$ cat src/sv/csq_pkg.sv
// ----------------------------------------------------------------------------
// csq_pkg
// Shared types and constants for the counting semaphore with wait queue.
// ----------------------------------------------------------------------------
package csq_pkg;

    localparam int WAIT_DEPTH_DEF   = 16;
    localparam int TASK_ID_BITS_DEF = 6;
    localparam int COUNT_BITS_DEF   = 16;
    localparam int CFG_BITS         = 15;

    typedef enum logic [1:0] {
        CMD_DOWN    = 2'd0,
        CMD_UP      = 2'd1,
        CMD_DESTROY = 2'd2
    } t_cmd;

    // spare command code, accepted and ignored
    localparam logic [1:0] CMD_UNUSED = 2'd3;

    typedef enum logic [2:0] {
        ST_GRANTED       = 3'd0,
        ST_BLOCKED       = 3'd1,
        ST_WOKEN         = 3'd2,
        ST_DESTROY_WOKEN = 3'd3,
        ST_DESTROY_DONE  = 3'd4,
        ST_DEAD_ERR      = 3'd5,
        ST_FULL_ERR      = 3'd6
    } t_status;

    typedef enum logic [1:0] {
        S_IDLE = 2'd0,
        S_EMIT = 2'd1,
        S_POP  = 2'd2
    } t_state;

    typedef struct packed {
        logic busy;
        logic dead;
    } t_csq_stat;

endpackage

$ cat src/sv/csq_if.sv
// ----------------------------------------------------------------------------
// csq_if
// Valid/ready channels: command input, result output, configuration write.
// ----------------------------------------------------------------------------
interface csq_cmd_if #(
    parameter int TASK_ID_BITS = 6
);
    logic                    valid;
    logic                    ready;
    logic [1:0]              command;
    logic [TASK_ID_BITS-1:0] task_id;

    modport source (output valid, command, task_id, input ready);
    modport sink   (input valid, command, task_id, output ready);
endinterface

interface csq_res_if #(
    parameter int TASK_ID_BITS = 6,
    parameter int COUNT_BITS   = 16
);
    logic                         valid;
    logic                         ready;
    logic [2:0]                   status;
    logic [TASK_ID_BITS-1:0]      affected_task;
    logic signed [COUNT_BITS-1:0] count_after;
    logic                         last;

    modport source (output valid, status, affected_task, count_after, last, input ready);
    modport sink   (input valid, status, affected_task, count_after, last, output ready);
endinterface

interface csq_cfg_if #(
    parameter int CFG_BITS = 15
);
    logic                valid;
    logic                ready;
    logic [CFG_BITS-1:0] initial_count;

    modport source (output valid, initial_count, input ready);
    modport sink   (input valid, initial_count, output ready);
endinterface

$ cat src/sv/counting_semaphore_wait_queue.sv
// Results: a down, up or error result goes through the pending registers, then the output
//   register; an up that wakes a waiter reads the memory and loads its data into the output.
// Ordering: a new command is taken only once the last result is in the output register;
//   a destroy drains one waiter per cycle through the memory read port, unless output stalls.
// Reset: count 0, queue empty, not destroyed; the waiter memory is not cleared.
// ----------------------------------------------------------------------------
// counting_semaphore_wait_queue
// Counting semaphore with a FIFO wait queue of task ids held in a RAM.
// ----------------------------------------------------------------------------
module counting_semaphore_wait_queue #(
    parameter int WAIT_DEPTH   = csq_pkg::WAIT_DEPTH_DEF,
    parameter int TASK_ID_BITS = csq_pkg::TASK_ID_BITS_DEF,
    parameter int COUNT_BITS   = csq_pkg::COUNT_BITS_DEF
) (
    input  logic      i_clk,
    input  logic      i_rst_n,
    csq_cmd_if.sink   i_cmd,
    csq_res_if.source o_res,
    csq_cfg_if.sink   i_cfg
);
    import csq_pkg::*;

    localparam int PW = $clog2(WAIT_DEPTH);

    logic                    wr_en;
    logic [PW-1:0]           wr_addr;
    logic [TASK_ID_BITS-1:0] wr_data;
    logic                    rd_en;
    logic [PW-1:0]           rd_addr;
    logic [TASK_ID_BITS-1:0] rd_data;
    t_csq_stat               stat;

    csq_ctrl #(
        .WAIT_DEPTH   (WAIT_DEPTH),
        .TASK_ID_BITS (TASK_ID_BITS),
        .COUNT_BITS   (COUNT_BITS)
    ) u_ctrl (
        .i_clk     (i_clk),
        .i_rst_n   (i_rst_n),
        .i_cmd     (i_cmd),
        .o_res     (o_res),
        .i_cfg     (i_cfg),
        .o_wr_en   (wr_en),
        .o_wr_addr (wr_addr),
        .o_wr_data (wr_data),
        .o_rd_en   (rd_en),
        .o_rd_addr (rd_addr),
        .i_rd_data (rd_data),
        .o_stat    (stat)
    );

    csq_ram #(
        .WIDTH (TASK_ID_BITS),
        .DEPTH (WAIT_DEPTH)
    ) u_wait_ram (
        .i_clk     (i_clk),
        .i_wr_en   (wr_en),
        .i_wr_addr (wr_addr),
        .i_wr_data (wr_data),
        .i_rd_en   (rd_en),
        .i_rd_addr (rd_addr),
        .o_rd_data (rd_data)
    );

`ifndef SYNTH
    a_accept_busy: assert property (@(posedge i_clk) disable iff (!i_rst_n)
        (i_cmd.valid && i_cmd.ready && (i_cmd.command != CMD_UNUSED)) |=> stat.busy)
        else $error("command transfer did not start a sequence");

    a_cfg_revive: assert property (@(posedge i_clk) disable iff (!i_rst_n)
        (i_cfg.valid && i_cfg.ready) |=> !stat.dead)
        else $error("config write did not clear destroyed state");

    a_drain_not_last: assert property (@(posedge i_clk) disable iff (!i_rst_n)
        o_res.valid |-> ((o_res.status == 3'(ST_DESTROY_WOKEN)) == !o_res.last))
        else $error("last flag does not match destroy drain");

    a_dead_err: assert property (@(posedge i_clk) disable iff (!i_rst_n)
        (o_res.valid && (o_res.status == 3'(ST_DEAD_ERR))) |-> stat.dead)
        else $error("destroyed error while semaphore alive");
`endif

endmodule

$ cat src/sv/csq_ram.sv
// ----------------------------------------------------------------------------
// csq_ram
// Generic single-write, single-read RAM with registered read data.
// ----------------------------------------------------------------------------
module csq_ram #(
    parameter int WIDTH = 8,
    parameter int DEPTH = 16
) (
    input  logic                     i_clk,
    input  logic                     i_wr_en,
    input  logic [$clog2(DEPTH)-1:0] i_wr_addr,
    input  logic [WIDTH-1:0]         i_wr_data,
    input  logic                     i_rd_en,
    input  logic [$clog2(DEPTH)-1:0] i_rd_addr,
    output logic [WIDTH-1:0]         o_rd_data
);

    logic [WIDTH-1:0] r_mem [DEPTH];
    logic [WIDTH-1:0] r_rd_data;

    always_ff @(posedge i_clk) begin
        if (i_wr_en) begin
            r_mem[i_wr_addr] <= i_wr_data;
        end
        if (i_rd_en) begin
            r_rd_data <= r_mem[i_rd_addr];
        end
    end

    assign o_rd_data = r_rd_data;

endmodule

$ cat src/sv/csq_ctrl.sv
// ----------------------------------------------------------------------------
// csq_ctrl
// Semaphore sequencer: permit count, queue pointers, dead flag, result
// register, and read/write control of the waiter memory.
// ----------------------------------------------------------------------------
module csq_ctrl #(
    parameter int WAIT_DEPTH   = 16,
    parameter int TASK_ID_BITS = 6,
    parameter int COUNT_BITS   = 16
) (
    input  logic                          i_clk,
    input  logic                          i_rst_n,
    csq_cmd_if.sink                       i_cmd,
    csq_res_if.source                     o_res,
    csq_cfg_if.sink                       i_cfg,
    output logic                          o_wr_en,
    output logic [$clog2(WAIT_DEPTH)-1:0] o_wr_addr,
    output logic [TASK_ID_BITS-1:0]       o_wr_data,
    output logic                          o_rd_en,
    output logic [$clog2(WAIT_DEPTH)-1:0] o_rd_addr,
    input  logic [TASK_ID_BITS-1:0]       i_rd_data,
    output csq_pkg::t_csq_stat            o_stat
);
    import csq_pkg::*;

    localparam int PW = $clog2(WAIT_DEPTH);
    localparam int TW = $clog2(WAIT_DEPTH + 1);
    localparam int CW = (COUNT_BITS > CFG_BITS + 1) ? COUNT_BITS : CFG_BITS + 1;
    localparam logic [63:0] CNT_MAX64 = (64'd1 << (COUNT_BITS - 1)) - 64'd1;
    localparam logic [CW-1:0] CFG_SAT = CW'(CNT_MAX64);
    localparam logic signed [COUNT_BITS-1:0] CNT_MAX = COUNT_BITS'(CNT_MAX64);
    localparam logic [PW-1:0] LAST_SLOT = PW'(WAIT_DEPTH - 1);
    localparam logic [TW-1:0] FULL_TOTAL = TW'(WAIT_DEPTH);

    t_state                       r_state, n_state;
    logic signed [COUNT_BITS-1:0] r_count, n_count;
    logic [PW-1:0]                r_head, n_head;
    logic [PW-1:0]                r_tail, n_tail;
    logic [TW-1:0]                r_total, n_total;
    logic                         r_dead, n_dead;
    logic                         r_drain, n_drain;
    t_status                      r_pend_status, n_pend_status;
    logic [TASK_ID_BITS-1:0]      r_pend_task, n_pend_task;
    logic                         r_ov, n_ov;
    t_status                      r_out_status, n_out_status;
    logic [TASK_ID_BITS-1:0]      r_out_task, n_out_task;
    logic signed [COUNT_BITS-1:0] r_out_count, n_out_count;
    logic                         r_out_last, n_out_last;

    logic          in_xfer;
    logic          out_free;
    logic          cnt_le_zero;
    logic [CW-1:0] cfg_ext;
    logic [CW-1:0] cfg_sat;

    function automatic logic [PW-1:0] next_slot(input logic [PW-1:0] p);
        return (p == LAST_SLOT) ? '0 : p + PW'(1);
    endfunction

    assign i_cmd.ready = (r_state == S_IDLE);
    assign i_cfg.ready = 1'b1;
    assign in_xfer     = i_cmd.valid && i_cmd.ready;
    assign out_free    = !r_ov || o_res.ready;
    assign cnt_le_zero = r_count[COUNT_BITS-1] || (r_count == '0);
    assign cfg_ext     = CW'(i_cfg.initial_count);
    assign cfg_sat     = (cfg_ext > CFG_SAT) ? CFG_SAT : cfg_ext;

    always_ff @(posedge i_clk) begin
        if (!i_rst_n) begin
            r_state <= S_IDLE;
            r_count <= '0;
            r_head  <= '0;
            r_tail  <= '0;
            r_total <= '0;
            r_dead  <= 1'b0;
            r_drain <= 1'b0;
            r_ov    <= 1'b0;
        end else begin
            r_state <= n_state;
            r_count <= n_count;
            r_head  <= n_head;
            r_tail  <= n_tail;
            r_total <= n_total;
            r_dead  <= n_dead;
            r_drain <= n_drain;
            r_ov    <= n_ov;
        end
    end

    always_ff @(posedge i_clk) begin
        r_pend_status <= n_pend_status;
        r_pend_task   <= n_pend_task;
        r_out_status  <= n_out_status;
        r_out_task    <= n_out_task;
        r_out_count   <= n_out_count;
        r_out_last    <= n_out_last;
    end

    always_comb begin
        n_state       = r_state;
        n_count       = r_count;
        n_head        = r_head;
        n_tail        = r_tail;
        n_total       = r_total;
        n_dead        = r_dead;
        n_drain       = r_drain;
        n_pend_status = r_pend_status;
        n_pend_task   = r_pend_task;
        n_ov          = r_ov;
        n_out_status  = r_out_status;
        n_out_task    = r_out_task;
        n_out_count   = r_out_count;
        n_out_last    = r_out_last;
        o_wr_en       = 1'b0;
        o_rd_en       = 1'b0;

        if (r_ov && o_res.ready) begin
            n_ov = 1'b0;
        end

        unique case (r_state)
            S_IDLE: begin
                if (in_xfer && (i_cmd.command != CMD_UNUSED)) begin
                    n_pend_task = '0;
                    if (r_dead) begin
                        n_pend_status = ST_DEAD_ERR;
                        n_state       = S_EMIT;
                    end else begin
                        unique case (t_cmd'(i_cmd.command))
                            CMD_DOWN: begin
                                n_state = S_EMIT;
                                if (cnt_le_zero) begin
                                    if (r_total >= FULL_TOTAL) begin
                                        n_pend_status = ST_FULL_ERR;
                                    end else begin
                                        o_wr_en       = 1'b1;
                                        n_tail        = next_slot(r_tail);
                                        n_total       = r_total + TW'(1);
                                        n_count       = r_count - COUNT_BITS'(1);
                                        n_pend_status = ST_BLOCKED;
                                        n_pend_task   = i_cmd.task_id;
                                    end
                                end else begin
                                    n_count       = r_count - COUNT_BITS'(1);
                                    n_pend_status = ST_GRANTED;
                                end
                            end
                            CMD_UP: begin
                                if (r_count == CNT_MAX) begin
                                    n_pend_status = ST_FULL_ERR;
                                    n_state       = S_EMIT;
                                end else begin
                                    n_count = r_count + COUNT_BITS'(1);
                                    if (r_count[COUNT_BITS-1] && (r_total != '0)) begin
                                        o_rd_en = 1'b1;
                                        n_drain = 1'b0;
                                        n_state = S_POP;
                                    end else begin
                                        n_pend_status = ST_GRANTED;
                                        n_state       = S_EMIT;
                                    end
                                end
                            end
                            CMD_DESTROY: begin
                                n_dead = 1'b1;
                                if (r_total != '0) begin
                                    o_rd_en = 1'b1;
                                    n_drain = 1'b1;
                                    n_state = S_POP;
                                end else begin
                                    n_pend_status = ST_DESTROY_DONE;
                                    n_state       = S_EMIT;
                                end
                            end
                            default: begin
                                n_state = S_IDLE;
                            end
                        endcase
                    end
                end
            end
            S_EMIT: begin
                if (out_free) begin
                    n_ov         = 1'b1;
                    n_out_status = r_pend_status;
                    n_out_task   = r_pend_task;
                    n_out_count  = r_count;
                    n_out_last   = 1'b1;
                    n_state      = S_IDLE;
                end
            end
            S_POP: begin
                if (out_free) begin
                    n_ov         = 1'b1;
                    n_out_status = r_drain ? ST_DESTROY_WOKEN : ST_WOKEN;
                    n_out_task   = i_rd_data;
                    n_out_count  = r_count;
                    n_out_last   = !r_drain;
                    n_head       = next_slot(r_head);
                    n_total      = r_total - TW'(1);
                    if (!r_drain) begin
                        n_state = S_IDLE;
                    end else if (r_total > TW'(1)) begin
                        o_rd_en = 1'b1;
                    end else begin
                        n_pend_status = ST_DESTROY_DONE;
                        n_pend_task   = '0;
                        n_state       = S_EMIT;
                    end
                end
            end
            default: begin
                n_state = S_IDLE;
            end
        endcase

        if (i_cfg.valid && i_cfg.ready) begin
            n_count = COUNT_BITS'(cfg_sat);
            n_head  = '0;
            n_tail  = '0;
            n_total = '0;
            n_dead  = 1'b0;
        end
    end

    assign o_wr_addr = r_tail;
    assign o_wr_data = i_cmd.task_id;
    assign o_rd_addr = n_head;

    assign o_res.valid         = r_ov;
    assign o_res.status        = r_out_status;
    assign o_res.affected_task = r_out_task;
    assign o_res.count_after   = r_out_count;
    assign o_res.last          = r_out_last;

    assign o_stat.busy = (r_state != S_IDLE);
    assign o_stat.dead = r_dead;

endmodule

$ cat src/flat_wrapper.sv
// flat-port wrapper written by rule: the top's interface ports become plain ports
module counting_semaphore_wait_queue_flat import csq_pkg::*;
#(
    parameter int WAIT_DEPTH   = csq_pkg::WAIT_DEPTH_DEF,
    parameter int TASK_ID_BITS = csq_pkg::TASK_ID_BITS_DEF,
    parameter int COUNT_BITS   = csq_pkg::COUNT_BITS_DEF
)
  (i_clk, i_rst_n, i_cmd_valid, i_cmd_command, i_cmd_task_id, i_cmd_ready, o_res_valid, o_res_status, o_res_affected_task, o_res_count_after, o_res_last, o_res_ready, i_cfg_valid, i_cfg_initial_count, i_cfg_ready);
  csq_cmd_if #(.TASK_ID_BITS(TASK_ID_BITS)) i_cmd_i ();
  csq_res_if #(.TASK_ID_BITS(TASK_ID_BITS), .COUNT_BITS(COUNT_BITS)) o_res_i ();
  csq_cfg_if #(.CFG_BITS(CFG_BITS)) i_cfg_i ();
  input  logic i_clk;
  input  logic i_rst_n;
  input wire logic [$bits(i_cmd_i.valid)-1:0] i_cmd_valid;
  input wire logic [$bits(i_cmd_i.command)-1:0] i_cmd_command;
  input wire logic [$bits(i_cmd_i.task_id)-1:0] i_cmd_task_id;
  output wire logic [$bits(i_cmd_i.ready)-1:0] i_cmd_ready;
  output wire logic [$bits(o_res_i.valid)-1:0] o_res_valid;
  output wire logic [$bits(o_res_i.status)-1:0] o_res_status;
  output wire logic [$bits(o_res_i.affected_task)-1:0] o_res_affected_task;
  output wire logic [$bits(o_res_i.count_after)-1:0] o_res_count_after;
  output wire logic [$bits(o_res_i.last)-1:0] o_res_last;
  input wire logic [$bits(o_res_i.ready)-1:0] o_res_ready;
  input wire logic [$bits(i_cfg_i.valid)-1:0] i_cfg_valid;
  input wire logic [$bits(i_cfg_i.initial_count)-1:0] i_cfg_initial_count;
  output wire logic [$bits(i_cfg_i.ready)-1:0] i_cfg_ready;
  assign i_cmd_i.valid = i_cmd_valid;
  assign i_cmd_i.command = i_cmd_command;
  assign i_cmd_i.task_id = i_cmd_task_id;
  assign i_cmd_ready = i_cmd_i.ready;
  assign o_res_valid = o_res_i.valid;
  assign o_res_status = o_res_i.status;
  assign o_res_affected_task = o_res_i.affected_task;
  assign o_res_count_after = o_res_i.count_after;
  assign o_res_last = o_res_i.last;
  assign o_res_i.ready = o_res_ready;
  assign i_cfg_i.valid = i_cfg_valid;
  assign i_cfg_i.initial_count = i_cfg_initial_count;
  assign i_cfg_ready = i_cfg_i.ready;
  counting_semaphore_wait_queue #(.WAIT_DEPTH(WAIT_DEPTH), .TASK_ID_BITS(TASK_ID_BITS), .COUNT_BITS(COUNT_BITS)) u_core (.i_clk(i_clk), .i_rst_n(i_rst_n), .i_cmd(i_cmd_i), .o_res(o_res_i), .i_cfg(i_cfg_i));
endmodule
$ cat config.mk
export PLATFORM = sky130hd
export DESIGN_NAME = counting_semaphore_wait_queue_flat
export DESIGN_NICKNAME = d
export VERILOG_FILES = /design/src/sv/csq_pkg.sv /design/src/sv/csq_if.sv /design/src/sv/counting_semaphore_wait_queue.sv /design/src/sv/csq_ram.sv /design/src/sv/csq_ctrl.sv /design/src/flat_wrapper.sv
export SDC_FILE = /design/constraint.sdc
export NUM_CORES = 1
export LEC_CHECK = 0
export BUFFER_PORTS_ARGS = -buffer_cell sky130_fd_sc_hd__clkbuf_2
export CAP_MARGIN = 20
export CORE_ASPECT_RATIO = 1.1
export CORE_MARGIN = 2
export CORE_UTILIZATION = 65
export DETAILED_ROUTE_END_ITERATION = 7
export MAX_ROUTING_LAYER = met4
export PLACE_DENSITY = 0.95
export SKIP_LAST_GASP = 1
export SLEW_MARGIN = 20
export SYNTH_ARGS = -nofsm -noshare
export SYNTH_HDL_FRONTEND = slang
export SYNTH_HIERARCHICAL = 1
export SYNTH_SLANG_ARGS = --single-unit
$ cat constraint.sdc
create_clock -name i_clk -period 6.5 [get_ports i_clk]
set_input_delay 1.3 -clock i_clk [delete_from_list [all_inputs] [get_ports i_clk]]
set_output_delay 1.3 -clock i_clk [all_outputs]
set_load 0.005 [all_outputs]
; Yosys cells after proc, flatten, opt, wreduce, memory -nomap -nowiden
; Memories as Yosys holds them, arrays and structs flattened. A register that Yosys moved wholly into a read port is not among the register bits.
; Cells that the tools add are included.
[totals]
ramBits = 96
memories = 1
regBits = 69
inputBits = 28
wordCells = 174
out_inout_bits = 29
[mem_list]
columns = name, depth, word_bits, read_ports, rd_clocked_by_memory_dff, wr, line
row1 = u_core.u_wait_ram.r_mem, 16, 6, 1, 1, 1, csq_ram.sv:18  ; logic [WIDTH-1:0] r_mem [DEPTH];
[classes]
order_cmp = 3
reduce_logical = 30
n_addsub = 6
eq_ne = 27
n_mux = 90
bitwise_logic = 3
[op_table]
columns = operator, n
row1 = 2-to-1 mux 16 bit, 7
row2 = 2-to-1 mux 6 bit, 10
row3 = 2-to-1 mux 3 bit, 12
row4 = one-hot mux 16 bit (2 select lines), 1
row5 = 2-to-1 mux 5 bit, 6
row6 = 2-to-1 mux 1 bit, 27
row7 = one-hot mux 6 bit (2 select lines), 2
row8 = "!= test 2 bit, second input constant", 11
row9 = 2-to-1 mux 4 bit, 5
row10 = 2-to-1 mux 2 bit, 9
row11 = "adder 16 x 2 -> 16 bit, second input constant", 1
row12 = "== test 16 bit, second input constant", 1
row13 = zero test 16 bit, 1
row14 = "subtractor 16 x 2 -> 16 bit, second input constant", 1
row15 = "> comparator 15 bit, second input constant", 1
row16 = 2-to-1 mux 15 bit, 1
row17 = AND reduction 7 bit, 2
row18 = one-hot mux 2 bit (3 select lines), 2
row19 = one-hot mux 3 bit (2 select lines), 2
row20 = AND reduction 6 bit, 2
row21 = one-hot mux 5 bit (2 select lines), 1
row22 = nonzero test 2 bit, 5
row23 = one-hot mux 3 bit (3 select lines), 1
row24 = "adder 4 x 1 -> 4 bit, second input constant", 2
row25 = other kinds (26), 46

; Longest topological paths before layout
[depth]
word_depth = 9
mapped_depth = 12
depth_no_buf = 10

; By module
; The synthesis kept the hierarchy.
[by_module_without_submodules]
columns = mod, cells_per_inst, seq_area_each_um2, n_inst, area_each_um2
row1 = csq_ctrl, 418, 1731.7, 1, 4036.4
row2 = csq_ram, 178, 3062.9, 1, 3955.0

; Worst setup path before layout
; No wires, ideal clock.
[synth_timing]
path_kind = input -> register
startpoint = input port i_cmd_command[0]
endpoint = memory u_core/u_wait_ram/r_mem[0][0] (netlist name), enable pin
setup_slack_ns = 2.785
setup_ns = 0.377
n_path_buf = 1
t_arrival_ns = 3.338
required_time_ns = 6.123
cell_stages = 6
cell_sequence = ha_1 -> nor4bb_1 -> buf_4 -> nor4b_4 -> or3b_2 -> nor3_1
[synth_via]
elab_chain_len = 7
elab_cells_between_ends = 9
cone_classes = eq/ne (1) / mux (6) / reduce/logical (2)
[synth_rtl]
columns = element, line
row1 = from (decl), flat_wrapper.sv:15  ; input wire logic [$bits(i_cmd_i.command)-1:0] i_cmd_command;
row2 = zero test 2 bit, csq_ctrl.sv:129  ; unique case (t_cmd'(i_cmd.command))
row3 = 2-to-1 mux 1 bit, csq_ctrl.sv:129
row4 = 2-to-1 mux 1 bit, csq_ctrl.sv:125  ; if (r_dead) begin
row5 = 2-to-1 mux 1 bit *, csq_ctrl.sv:123  ; if (in_xfer && (i_cmd.command != CMD_UNUSED)) begin
row6 = 2-to-1 mux 1 bit *, csq_ctrl.sv:121  ; unique case (r_state)
row7 = named net u_core.wr_en, counting_semaphore_wait_queue.sv:25  ; logic wr_en;
row8 = 2-to-1 mux 1 bit *, csq_ram.sv:22  ; if (i_wr_en) begin
row9 = 2-to-1 mux 1 bit (implied by the code) *, csq_ram.sv:23  ; r_mem[i_wr_addr] <= i_wr_data;
row10 = to (decl), csq_ram.sv:18
; Mark *: on every way through the listed nets, which the timed path passes. The rest lies on a longest branch.

; Worst setup path after layout
[layout_timing]
startpoint = register u_core.u_ctrl.r_state[0]
endpoint = register u_core.u_wait_ram.r_rd_data[2] (netlist: u_core/u_wait_ram/o_rd_data[2]) (read register of u_core.u_wait_ram.r_mem), data pin
[layout_via]
elab_cells_between_ends = 8
cone_classes = eq/ne (1) / mux (4) / reduce/logical (3)
[layout_lines]
columns = element, line
row1 = from (decl), csq_ctrl.sv:35  ; t_state r_state, n_state;
row2 = from (signal assigned), csq_ctrl.sv:79  ; r_state <= n_state;
row3 = == test 2 bit, csq_ctrl.sv:121
row4 = 2-to-1 mux 4 bit, csq_ctrl.sv:121
row5 = 2-to-1 mux 4 bit, csq_ctrl.sv:217  ; if (i_cfg.valid && i_cfg.ready) begin
row6 = named net u_core.rd_addr[0], counting_semaphore_wait_queue.sv:29  ; logic [PW-1:0] rd_addr;
row7 = to (decl), csq_ram.sv:19  ; logic [WIDTH-1:0] r_rd_data;
; The timed path passes the listed nets, and every way through them passes these cells.
; A chain may end at the register's enable or synchronous reset.

==> run_results.csv <==
group,metric,value,unit
power,ir_drop,0.0002529,V
global_routing,grt_antenna_before_repair,0,
worst_setup_path,criticalPathCategory,"reg2reg",
cells_and_area,drive_gt1_frac,0.1826,
power,p_per_area,284.1,mW/mm^2
cells_and_area,fill_cells,656,
cells_and_area,multi_input_area,0.002928,sq mm
global_routing,gr-total-overflow,0,
placed_design,hpwlAfterDp,11660,um
floorplan,core_area,0.01203,sq mm
routing,wirelength,18400,um
placed_design,io_buffers,55,
clock_tree,cts_tree,"done",
clock_tree,clockBufferDepth,2,
cells_and_area,fin_nets,700,
sta,maxSlewHeadroom,0.3536,
sta,holdWs,503.5,ps
clock_tree,postCtsHoldBufs,0,
routing,drt_pass1_iterations,8,
clock_tree,clk_latency,430,ps
logic_synthesis,syn_area,0.007984,sq mm
flow_run,drv_cap,0,
floorplan,initial_core_util,0.6634,
clock_tree,post_cts_buffers,0,
clock_tree,cts.sinks,171,
placed_design,globalplace.congestion,0.9614,
floorplan,die_x,109.7,um
sta,finalSetupViolCount,0,
cells_and_area,regArea,0.004795,sq mm
logic_synthesis,yosys_warnings,6,
cells_and_area,diodes,0,
sta,finalSetupTns,0,ps
global_routing,grt_max_degree,29,
sta,skew,7.475,ps
run_status,status,"finished, final reports clean",
clock_tree,cts.clk_slew.worst_paths,70,ps
clock_tree,ctsRootBufferMaster,"clkbuf_16",
min_path,hold_path_class,"reg2reg",
routing,first_iter_violations,745,
clock_tree,numCtsBuffers,17,
floorplan,die_h,120.2,um
floorplan,io_pins,57,
power,sequentialPowerShare,0.493,
routing,ant_nets,0,
global_routing,grt_pass1_wl,28570,um
global_routing,grt_pass1_vias,5381,
clock_tree,htree_levels,4,
power,leakage,3.194,nW
sta,finalCriticalPeriod,4165,ps
routing,drc,0,
worst_setup_path,path_max_fanout,26,
sta,fmax,240.1,MHz
power,clkPwrFrac,0.406,
routing,vias,5528,
logic_synthesis,syn_nets,651,
sta,hold_violations,0,
power,p_switching,0.6118,mW
power,p_comb_frac,0.101,
floorplan,die_area,0.01319,sq mm
sta,period_share,0.6407,
floorplan,num_rows,42,
global_routing,grt_usage,0.3026,
logic_synthesis,synthCells,595,
worst_setup_path,start_kind,"register",
logic_synthesis,postSynthAreaPerCell,13.42,sq um
worst_setup_path,end_kind,"register",
worst_setup_path,cp_data_required_time,6660,ps
routing,viasPerCell,6.816,
cells_and_area,syn2layout_area_growth,11.47,%
sta,rsz0062_at_grt,"no",
power,power.internal,1.916,mW
worst_setup_path,arrival,4330,ps
routing,wl_per_cell,22.69,um
sta,worstMarginPinSlew,959.5,ps
power,netSwitchingFraction,0.2420,
clock_tree,ctsResizeCount,0,
sta,maxSlewViolCount,0,
## per-stage QoR
stage / cells / util / worst slack [ps] / total power [mW] / instance area (sq um)
finish: 811 / 0.7396 / 2335 / 2.528 / 8900
global route: 811 / 0.7396 / 2057 / 2.610 / 8900
global placement: 779 / 0.6893 / 2298 / 1.497 / 8295
detailed placement: 779 / 0.6893 / 2060 / 1.511 / 8295
CTS: 811 / 0.7396 / 2339 / 2.529 / 8900
floorplan: 595 / - / 2785 / 1.437 / 7984
## routing by layer
metal	routed length (um)	global-route usage
met1	6476	0.3442
met3	1504	0.06361
met4	915	0.1377
met2	9502	0.5116
met5	0	-
## power by group through the flow
stage | registers (mW) | clock network [mW] | logic [mW]
3_3_place_gp | 1.27 | 0 | 0.230
6_report | 1.25 | 1.03 | 0.255
5_1_grt | 1.25 | 1.08 | 0.276
4_1_cts | 1.25 | 1.03 | 0.248
2_1_floorplan | 1.26 | 0 | 0.172
3_5_place_dp | 1.27 | 0 | 0.241
## worst max-delay path: stages, from the launching register on
cell and delay, ps:
dfxtp_1 330, inv_1 90, ha_1 780, nand2_1 280, a311oi_1 290, a21oi_1 90, nor2_2 730, buf_4 390
mux4_1 590, a22oi_1 210, nand2_1 100
## cells in the final DEF, fill, tap and decap left out, drive strengths merged, types with 4 or more instances in the layout
master	instances
a31oi	5
or2	4
mux4	24
edfxtp	137
o21ai	34
dfxtp	34
nand2	33
nand2b	5
ha	27
xnor2	5
inv	29
nor4	4
o21a	4
xor2	12
nand3b	4
clkbuf	74
a22oi	12
nand3	17
nor2	40
mux2i	10
and2	13
nand4	10
mux2	6
a21o	4
a21oi	37
nor3	12
nor2b	8
o211ai	5
## worst paths after layout
path                                                                    from                                           to  slack [ps]  depth (start not counted)
worst max-delay path                   u_core/u_ctrl/r_state[0]$_SDFFE_PN0P_     u_core/u_wait_ram/o_rd_data[2]$_DFFE_PP_        2340                         10
worst min register to register  u_core/u_ctrl/r_pend_status[1]$_SDFFCE_PP0P_  u_core/u_ctrl/o_res.status[1]$_SDFFCE_PP1P_         500                          1
worst max register to register         u_core/u_ctrl/r_state[0]$_SDFFE_PN0P_     u_core/u_wait_ram/o_rd_data[2]$_DFFE_PP_        2340                         10
worst min-delay path            u_core/u_ctrl/r_pend_status[1]$_SDFFCE_PP0P_  u_core/u_ctrl/o_res.status[1]$_SDFFCE_PP1P_         500                          1
## registers in the layout, summed over array words and instances, names as in the netlist, 2 cells and up
register / cells
u_core/u_ctrl/o_res.status: 3
u_core/u_ctrl/o_wr_addr: 4
u_core/u_ctrl/r_pend_status: 3
u_core/u_wait_ram/o_rd_data: 6
u_core/u_ctrl/r_total: 5
u_core/u_ctrl/r_head: 4
u_core/u_wait_ram/r_mem: 96
u_core/u_ctrl/r_pend_task: 6
u_core/u_ctrl/r_state: 2
u_core/u_ctrl/o_res.count_after: 16
u_core/u_ctrl/o_res.affected_task: 6
u_core/u_ctrl/r_count: 16
## cell type report
class | count | area share
Clock buffer | 19 | 0.05089
Clock inverter | 13 | 0.01701
Inverter | 22 | 0.009279
Multi-Input combinational cell | 374 | 0.3290
Sequential cell | 171 | 0.5387
Tap cell | 154 | 0.02165
Timing Repair Buffer | 58 | 0.03346
Power figures use the tool's default switching activity.
